==> src/hdl/bef_pkg.sv <==
// ----------------------------------------------------------------------------
// bef_pkg: shared types and constants for the band-pass envelope filter
// Holds the tap counts, the rounding bias, the sequencer state type and the
// coefficient tables of both FIR stages.
// ----------------------------------------------------------------------------
`default_nettype none

package bef_pkg;

	localparam int BAND_TAPS   = 30;
	localparam int SMOOTH_TAPS = 33;
	localparam int DATA_W      = 16;
	localparam int COEF_W      = 16;
	localparam int ACC_W       = 32;
	localparam int IDX_W       = 6;
	localparam logic signed [ACC_W-1:0] ROUND_BIAS = 32'sd16384;

	typedef enum logic [2:0] {
		ST_IDLE,
		ST_BAND,
		ST_BAND_DRAIN,
		ST_BAND_FIN,
		ST_SMOOTH,
		ST_SMOOTH_DRAIN,
		ST_SMOOTH_FIN
	} state_t;

	function automatic logic signed [COEF_W-1:0] band_coef(input logic [IDX_W-1:0] k);
		logic signed [COEF_W-1:0] c;
		unique case (k)
			6'd0:  c = 16'sd228;
			6'd1:  c = 16'sd227;
			6'd2:  c = 16'sd200;
			6'd3:  c = 16'sd62;
			6'd4:  c = -16'sd268;
			6'd5:  c = -16'sd810;
			6'd6:  c = -16'sd1471;
			6'd7:  c = -16'sd2052;
			6'd8:  c = -16'sd2296;
			6'd9:  c = -16'sd1988;
			6'd10: c = -16'sd1051;
			6'd11: c = 16'sd395;
			6'd12: c = 16'sd2043;
			6'd13: c = 16'sd3479;
			6'd14: c = 16'sd4314;
			6'd15: c = 16'sd4314;
			6'd16: c = 16'sd3479;
			6'd17: c = 16'sd2043;
			6'd18: c = 16'sd395;
			6'd19: c = -16'sd1051;
			6'd20: c = -16'sd1988;
			6'd21: c = -16'sd2296;
			6'd22: c = -16'sd2052;
			6'd23: c = -16'sd1471;
			6'd24: c = -16'sd810;
			6'd25: c = -16'sd268;
			6'd26: c = 16'sd62;
			6'd27: c = 16'sd200;
			6'd28: c = 16'sd227;
			6'd29: c = 16'sd228;
			default: c = '0;
		endcase
		return c;
	endfunction

	function automatic logic signed [COEF_W-1:0] smooth_coef(input logic [IDX_W-1:0] k);
		logic signed [COEF_W-1:0] c;
		unique case (k)
			6'd0:  c = 16'sd668;
			6'd1:  c = 16'sd356;
			6'd2:  c = 16'sd442;
			6'd3:  c = 16'sd536;
			6'd4:  c = 16'sd634;
			6'd5:  c = 16'sd736;
			6'd6:  c = 16'sd840;
			6'd7:  c = 16'sd944;
			6'd8:  c = 16'sd1044;
			6'd9:  c = 16'sd1139;
			6'd10: c = 16'sd1228;
			6'd11: c = 16'sd1306;
			6'd12: c = 16'sd1374;
			6'd13: c = 16'sd1428;
			6'd14: c = 16'sd1468;
			6'd15: c = 16'sd1492;
			6'd16: c = 16'sd1500;
			6'd17: c = 16'sd1492;
			6'd18: c = 16'sd1468;
			6'd19: c = 16'sd1428;
			6'd20: c = 16'sd1374;
			6'd21: c = 16'sd1306;
			6'd22: c = 16'sd1228;
			6'd23: c = 16'sd1139;
			6'd24: c = 16'sd1044;
			6'd25: c = 16'sd944;
			6'd26: c = 16'sd840;
			6'd27: c = 16'sd736;
			6'd28: c = 16'sd634;
			6'd29: c = 16'sd536;
			6'd30: c = 16'sd442;
			6'd31: c = 16'sd356;
			6'd32: c = 16'sd668;
			default: c = '0;
		endcase
		return c;
	endfunction

endpackage

`default_nettype wire

==> src/hdl/bandpass_envelope_filter_q15.sv <==
// ----------------------------------------------------------------------------
// bandpass_envelope_filter_q15: Q15 band-pass FIR, rectifier and low-pass FIR
// One shared multiply-accumulate unit runs both filters under a sequencer.
// ----------------------------------------------------------------------------
//
//  Channel   Signals                      Width  Direction
//  input     in_valid, in_ready, sample   16     in  (signed sample)
//  output    out_valid, out_ready, envelope 16   out (signed envelope)
//
// After a sample is accepted, the envelope is loaded into the output
// register after 30 band-pass MACs and 33 low-pass MACs on the single
// 16x16 multiplier, each filter followed by a drain and a finish state.
// in_ready is high only while the sequencer is idle. A result that waits in
// the output register holds the next sample at its final cycle.
// Reset clears both delay lines and the sequencer at once.
//
`default_nettype none

module bandpass_envelope_filter_q15 #(
	parameter int BAND_TAPS   = bef_pkg::BAND_TAPS,
	parameter int SMOOTH_TAPS = bef_pkg::SMOOTH_TAPS
) (
	input  wire logic                               clk,
	input  wire logic                               arst_n,
	input  wire logic                               in_valid,
	output logic                                    in_ready,
	input  wire logic signed [bef_pkg::DATA_W-1:0]  sample,
	output logic                                    out_valid,
	input  wire logic                               out_ready,
	output logic signed [bef_pkg::DATA_W-1:0]       envelope
);

	localparam int DW = bef_pkg::DATA_W;
	localparam int AW = bef_pkg::ACC_W;
	localparam int KW = bef_pkg::IDX_W;

	bef_pkg::state_t state_q, state_d;

	// Both delay lines are circular shift lines: the MAC always reads tap 0,
	// and a full pass of rotations brings each line back to its place.
	logic signed [DW-1:0] band_q   [BAND_TAPS];
	logic signed [DW-1:0] smooth_q [SMOOTH_TAPS];

	logic [KW-1:0]        cnt_q;
	logic signed [AW-1:0] prod_q;
	logic                 prod_vld_q;
	logic signed [AW-1:0] acc_q;
	logic                 out_vld_q;
	logic signed [DW-1:0] env_q;

	logic accept;
	logic band_run, smooth_run, band_fin, load_out, cnt_last_band, cnt_last_smooth;
	logic signed [DW-1:0]     band_val;
	logic signed [DW-1:0]     band_abs;
	logic signed [DW-1:0]     mul_a;
	logic signed [bef_pkg::COEF_W-1:0] mul_b;

	assign in_ready        = (state_q == bef_pkg::ST_IDLE);
	assign accept          = in_valid && in_ready;
	assign cnt_last_band   = (cnt_q == KW'(BAND_TAPS - 1));
	assign cnt_last_smooth = (cnt_q == KW'(SMOOTH_TAPS - 1));

	always_ff @(posedge clk or negedge arst_n) begin
		if (!arst_n) begin
			state_q <= bef_pkg::ST_IDLE;
		end else begin
			state_q <= state_d;
		end
	end

	always_comb begin
		state_d    = state_q;
		band_run   = 1'b0;
		smooth_run = 1'b0;
		band_fin   = 1'b0;
		load_out   = 1'b0;
		unique case (state_q)
			bef_pkg::ST_IDLE: begin
				if (in_valid) state_d = bef_pkg::ST_BAND;
			end
			bef_pkg::ST_BAND: begin
				band_run = 1'b1;
				if (cnt_last_band) state_d = bef_pkg::ST_BAND_DRAIN;
			end
			bef_pkg::ST_BAND_DRAIN: begin
				state_d = bef_pkg::ST_BAND_FIN;
			end
			bef_pkg::ST_BAND_FIN: begin
				band_fin = 1'b1;
				state_d  = bef_pkg::ST_SMOOTH;
			end
			bef_pkg::ST_SMOOTH: begin
				smooth_run = 1'b1;
				if (cnt_last_smooth) state_d = bef_pkg::ST_SMOOTH_DRAIN;
			end
			bef_pkg::ST_SMOOTH_DRAIN: begin
				state_d = bef_pkg::ST_SMOOTH_FIN;
			end
			bef_pkg::ST_SMOOTH_FIN: begin
				if (!out_vld_q || out_ready) begin
					load_out = 1'b1;
					state_d  = bef_pkg::ST_IDLE;
				end
			end
			default: state_d = bef_pkg::ST_IDLE;
		endcase
	end

	// Floor shift by 15 then wrap to 16 bits is simply bits 30:15.
	assign band_val = acc_q[DW+14:15];
	assign band_abs = (band_val == {1'b1, {(DW-1){1'b0}}}) ? {1'b0, {(DW-1){1'b1}}}
	                : (band_val[DW-1] ? -band_val : band_val);

	assign mul_a = band_run ? band_q[0] : smooth_q[0];
	assign mul_b = band_run ? bef_pkg::band_coef(cnt_q) : bef_pkg::smooth_coef(cnt_q);

	always_ff @(posedge clk or negedge arst_n) begin
		if (!arst_n) begin
			for (int i = 0; i < BAND_TAPS; i++) band_q[i] <= '0;
		end else if (accept) begin
			band_q[0] <= sample;
			for (int i = 1; i < BAND_TAPS; i++) band_q[i] <= band_q[i-1];
		end else if (band_run) begin
			band_q[BAND_TAPS-1] <= band_q[0];
			for (int i = 0; i < BAND_TAPS - 1; i++) band_q[i] <= band_q[i+1];
		end
	end

	always_ff @(posedge clk or negedge arst_n) begin
		if (!arst_n) begin
			for (int i = 0; i < SMOOTH_TAPS; i++) smooth_q[i] <= '0;
		end else if (band_fin) begin
			smooth_q[0] <= band_abs;
			for (int i = 1; i < SMOOTH_TAPS; i++) smooth_q[i] <= smooth_q[i-1];
		end else if (smooth_run) begin
			smooth_q[SMOOTH_TAPS-1] <= smooth_q[0];
			for (int i = 0; i < SMOOTH_TAPS - 1; i++) smooth_q[i] <= smooth_q[i+1];
		end
	end

	always_ff @(posedge clk or negedge arst_n) begin
		if (!arst_n) begin
			cnt_q      <= '0;
			prod_vld_q <= 1'b0;
			out_vld_q  <= 1'b0;
		end else begin
			if ((band_run && cnt_last_band) || (smooth_run && cnt_last_smooth)) begin
				cnt_q <= '0;
			end else if (band_run || smooth_run) begin
				cnt_q <= cnt_q + KW'(1);
			end
			prod_vld_q <= band_run || smooth_run;
			if (load_out) begin
				out_vld_q <= 1'b1;
			end else if (out_ready) begin
				out_vld_q <= 1'b0;
			end
		end
	end

	// The product is registered; the accumulator adds it in the next cycle.
	always_ff @(posedge clk) begin
		prod_q <= AW'(mul_a * mul_b);
		if (accept || band_fin) begin
			acc_q <= bef_pkg::ROUND_BIAS;
		end else if (prod_vld_q) begin
			acc_q <= acc_q + prod_q;
		end
		if (load_out) begin
			env_q <= acc_q[DW+14:15];
		end
	end

	assign out_valid = out_vld_q;
	assign envelope  = env_q;

endmodule

`default_nettype wire

==> config.mk <==
export PLATFORM = sky130hd
export DESIGN_NAME = bandpass_envelope_filter_q15
export DESIGN_NICKNAME = d
export VERILOG_FILES = /design/src/hdl/bef_pkg.sv /design/src/hdl/bandpass_envelope_filter_q15.sv
export SDC_FILE = /design/constraint.sdc
export NUM_CORES = 2
export LEC_CHECK = 0
export BUFFER_PORTS_ARGS = -buffer_cell sky130_fd_sc_hd__buf_2
export CORE_ASPECT_RATIO = 1.1
export CORE_MARGIN = 2
export CORE_UTILIZATION = 58
export DETAILED_ROUTE_END_ITERATION = 12
export PLACE_DENSITY_LB_ADDON = 0.2
export SYNTH_ARGS = -nofsm -noshare
export SYNTH_HDL_FRONTEND = slang
export SYNTH_SLANG_ARGS = --single-unit
==> constraint.sdc <==
create_clock -name clk -period 6.9 [get_ports clk]
set_input_delay 2.07 -clock clk [delete_from_list [all_inputs] [get_ports clk]]
set_output_delay 2.07 -clock clk [all_outputs]
set_load 0.02 [all_outputs]
# Word-level counts from Yosys, hierarchy flattened
# Memory sizes are Yosys's and may differ from the RTL's.
# Cells that the tools add are included.
# Widths: inputs -> output; s select.
totals:
  reg_bits: 1099
  mem_bits_ro: 1216
  in_bits: 20
  output_inout_bits: 18
  elab_cells: 126
  memories: 2
op_classes:
  n_addsub: 3
  mul: 1
  n_eq_ne: 13
  n_mux: 23
  reduce_logical: 14
mem_list:
  columns: ["memory", "depth", "word_bits", "read_ports", "rd_ports_with_merged_regs", "write_ports", "line", "text"]
  rows:
  - ["(no name shown)", 64, 11, 1, 0, 0, "bef_pkg.sv:68", "unique case (k)"]
  - ["(no name shown)", 32, 16, 1, 0, 0, "bef_pkg.sv:30", "unique case (k)"]
ops:
  columns: ["cell", "n"]
  rows:
  - ["$mux 528", 2]
  - ["$mux 480", 2]
  - ["$mux 16", 5]
  - ["$add 32x32->32", 1]
  - ["$mul 16x16->32", 1]
  - ["$pmux 3 s7", 1]
  - ["$eq 16x16->1 const B", 1]
  - ["$neg 16->16", 1]
  - ["$mux 3", 4]
  - ["$mux 6", 2]
  - ["$eq 3x3->1 const B", 3]
  - ["$ne 2x2->1 const B", 4]
  - ["$reduce_bool 2->1", 4]
  - ["$mux 1", 7]
  - ["$add 6x1->6 const B", 1]
  - ["$eq 3x2->1 const B", 2]
  - ["$eq 6x5->1 const B", 1]
  - ["$eq 6x6->1 const B", 1]
  - ["$logic_or 1x1->1", 4]
  - ["$reduce_and 4->1", 1]
  - ["$eq 3x1->1 const B", 1]
  - ["$logic_and 1x1->1", 3]
  - ["$logic_not 3->1", 1]
  - ["$logic_not 1->1", 1]

# Longest topological paths before layout
depth:
  word_depth: 5
  ltp_mapped: 34
  ltp_nobuf: 33

# Worst setup path after synthesis
# No wires, ideal clock.
synth_path:
  path_kind: "register to register"
  startpoint: "register cnt_q[1]"
  endpoint: "register prod_q[30]"
  arrival_ns: 7.199
  t_required_ns: 6.779
  setup_slack_ns: -0.420
  path_stages_with_launch: 30
  synth_period_minus_slack_ns: 7.320
  path_cell_list: "dfrtp_1 inv_1 ha_1 nand2b_1 o21ai_0 mux2i_1 a2111oi_0 nor2_1 clkbuf_1 nor2_1 fa_1 inv_1 fa_1 fa_1 fa_1 inv_1 fa_1 inv_1 fa_1 inv_1 ha_1 and3_1 o2111ai_1 o21ai_1 o21ai_1 nor4b_1 o21ai_1 o21ai_0 a21oi_1 xnor2_1"
synth_between:
  elab_chain_cells: 4
  word_cells_on_any_way: 5
  classes_between: "mul: 1; mux: 2; memory: 2"
synth_rtl:
  columns: ["item", "line", "text"]
  rows:
  - ["from (decl)", "bandpass_envelope_filter_q15.sv:44", "logic [KW-1:0] cnt_q;"]
  - ["from (signal assigned)", "bandpass_envelope_filter_q15.sv:150", "cnt_q <= cnt_q + KW'(1);"]
  - ["$mem_v2 32x16", null, null]
  - ["$mux 16", "bef_pkg.sv:30", null]
  - ["$mux 16 (*)", "bandpass_envelope_filter_q15.sv:115", "assign mul_b = band_run ? bef_pkg::band_coef(cnt_q) : bef_pkg::smooth_coef(cnt_q);"]
  - ["$mul 16x16->32 (*)", "bandpass_envelope_filter_q15.sv:163", "prod_q <= AW'(mul_a * mul_b);"]
  - ["to (signal assigned)", "bandpass_envelope_filter_q15.sv:163", null]
  - ["to (decl)", "bandpass_envelope_filter_q15.sv:45", "logic signed [AW-1:0] prod_q;"]
# Every way passes the cells marked *; elsewhere a longest branch is shown, timed or not.
# A chain may end at the register's enable or synchronous reset.

# Worst setup path in the final report
# Ends and elaborated chain as after synthesis.

==> impl_results.md <==
- Post-synth EDFFs: 16
- Startpoint Class: flip-flop
- Row cnt: 123
- Clock root cell: clkbuf_16
- Netlist area before placement: 0.0600 mm2
- Worst Skew: 0.0346 ns
- Post-Synthesis Cells: 7261
- Clk Latency, worst-skew pair: 0.73 ns
- Maximum number of pins on one net before global-route repair: 278
- Top_reg_cell synth: dfrtp_1
- H-tree levels: 3
- Failing checks: negative setup slack
- N_diodes: 0
- Drt first pass iters: 6
- Synth cell types: 74
- Final setup fails: 5
- CP Capture Type: flip-flop
- CP required: 7.51 ns
- DIE AREA: 0.106 mm2
- Vias in the first global route: 46900
- DR WL met2: 68300 um
- Core footprint: 0.102 mm2
- Sequential cell area: 0.0272 mm2
- Slew Limit Fails: 0
- Global-route wire length before repair: 241000 um
- Slowest stage delay, CP: 0.56 ns
- Die width: 311 um
- CTS tree: yes
- Initial DRC count: 5114
- Layout area overhead: 13.3%
- Setup WS pre-CTS: -0.667 ns
- WS Path Type: reg2reg
- Fillers: 8529
- Total wire length: 146000 um
- Area of the multi-input gates: 0.0304 mm2
- Initial antenna violation count: 3
- RD Place Congestion: 0.919
- Synthesized flop and latch total: 1097
- Sequential area share after synthesis: 0.454
- Final period utilization: 1.02
- Yosys warns: 0
- WHS Path Cells: 2
- Final hold vios: 0
- Post-layout util: 0.663
- Routed Antenna Nets: 0
- Gr ovfl total: 0
- Unrepaired setup endpoints after global routing: yes
- Layout cells sized above 1: 0.105
- Crit Path Max Fanout: 11
- Clock sinks: 1097
- Worst Tran Pin Value: 1.28 ns
- Per-cell routed wire length: 16.7 um
- Clock-pin slew on the worst setup and hold paths: 0.07 ns
- Top Metal Used: met5
- Residual DRC: 0
- Vias/cell: 5.70
- Final worst slack: -0.150 ns
- Slowest cell on crit path: fa_1
- Status: finished with violations
- Syn nets: 7668
- Class of the worst hold path: reg2reg
- Met3 wire length: 6790 um
- Hold Slack: 0.480 ns
- Final min period: 7.05 ns
- Async set-or-reset flop fraction in the synthesized netlist: 0.929
- Crit path arrival time: 7.66 ns
- Setup_tns: -0.486 ns
- IO Pins: 38
- Post-DP HPWL: 94200 um
- TritonCTS buffer count: 112
- Max clock buf depth: 3
- R2R setup slack: -0.15 ns
- Mean Syn Cell Area: 8.27 um2
- FMAX: 142 MHz
- I/O Buffers: 37
- Die extent in y: 341 um
- Total number of vias: 49800
- Max-Cap Viols: 0
- Worst Reg2Reg Path Length in Cells: 30
- Met1 Wirelength: 66800 um
- # nets final: 7677
- Gr usage total: 0.273
- Worst relative slew slack: 0.141
- Initial core utilization: 0.586
- CP most frequent cell: fa_1
## sequential cells by signal (all words and copies together), names as in the netlist
register / cells
out_valid: 1
prod_q: 31
state_q: 3
band_q: 480
smooth_q: 528
cnt_q: 6
envelope: 16
prod_vld_q: 1
acc_q: 31
## cells in the mapped netlist, drive strengths merged, types with 4 or more instances
cell type	instances	area, um2
dfrtp	1019	25500
or2	9	56.3
o31ai	9	67.6
o21ai	110	558
nor3	29	150
a21o	27	203
xor2	20	175
dfxtp	62	1240
edfxtp	16	480
buf	68	325
nand4	10	68.8
fa	253	5060
a2111oi	5	50.0
a31oi	983	6150
nand2b	34	213
o22ai	20	125
o211ai	11	82.6
a211oi	20	155
inv	335	1260
nand2	2141	8040
a311oi	6	52.6
and2	15	93.8
nand3	25	125
nor2	1185	4450
xnor2	54	473
clkbuf	438	1670
and3	23	145
nor2b	11	68.8
a21oi	110	569
o21bai	4	30.0
o21a	11	82.6
ha	134	1680
o31a	5	43.8
mux2i	22	220
## cell usage in the layout (no fill, tap or decap), types with 20 or more instances in the layout
cell and n:
buf_4 299, o22ai_1 20, nand3_1 23, ha_4 20, nand2b_1 30, nor3_1 24, inv_1 311, buf_12 35
ha_1 111, o21ai_1 31, clkbuf_16 116, nor2_1 1160, clkbuf_8 34, buf_2 36, buf_6 27, dfxtp_1 62
xnor2_1 52, fa_1 241, o21ai_0 66, a31oi_1 983, a21o_1 26, a21oi_1 97, dfrtp_1 1017, clkinv_2 20
nand2_1 2128, mux2i_1 22, clkbuf_1 23
## per-layer routing
metal | up-vias | GRT usage
met3 | 258 | 0.0378
met5 | - | 0
met2 | 1020 | 0.432
met1 | 24600 | 0.395
met4 | 2 | 0.0842
li1 | 23900 | -
## per-stage QoR
step	cell area, um2	std cells
5_1_grt	68000	8739
3_5_place_dp	62900	8497
6_report	68000	8739
2_1_floorplan	60100	7261
4_1_cts	67400	8723
3_3_place_gp	62900	8497
## area by class of cell
cell class                 count  area share
clock buffer                 172      0.0505
multi-input combinational   5322       0.447
timing repair buffer         401      0.0514
sequential                  1097       0.400
clock inverter                36     0.00617
tap                         1375      0.0253
inverter                     336      0.0188
## what timing repair did
item | 4_1_cts | 5_1_grt
pin swaps | 54 | 55
hold buffers | 0 | 0
gates cloned | 1 | 2
buffers inserted | 17 | 16
resized for setup | 125 | 114
endpoints found under the setup margin | 15 | 16
## cell families after synthesis
| group | after synthesis | share of synthesized area |
|---|---|---|
| fa+ha+maj | 387 | 0.112 |
| flops | 1097 | 0.454 |
| simple gates | 3493 | 0.225 |
| compound gates | 1343 | 0.139 |
| xor+xnor | 74 | 0.0108 |
| mux | 25 | 0.00480 |
| buf+inv | 842 | 0.0543 |
## path summary, 6_finish.rpt
path / startpoint / to
worst min-delay path: acc_q[10]$_SDFFE_PP0P_ / acc_q[10]$_SDFFE_PP0P_
worst max-delay path: cnt_q[1]$_DFFE_PN0P_ / prod_q[30]$_DFF_P_
worst max register to register: cnt_q[1]$_DFFE_PN0P_ / prod_q[30]$_DFF_P_
max in group asynchronous: arst_n / band_q[209]$_DFFE_PN0P_
min in group asynchronous: arst_n / smooth_q[223]$_DFFE_PN0P_
worst min register to register: acc_q[10]$_SDFFE_PP0P_ / acc_q[10]$_SDFFE_PP0P_
## worst max-delay path, delay by kind of cell, from the launching register on
family	cells	cell delay, ns
adder cells (fa/ha/maj)	8	3.43
buffers and inverters	8	0.73
AND/OR/NAND/NOR	4	0.74
XOR/XNOR	1	0.12
flip-flops	1	0.47
AO/OA/AOI/OAI	9	1.44
Power is left out: the tool's default activity adds up to more than one toggle a clock period on the data nets, which glitch-free logic cannot reach.
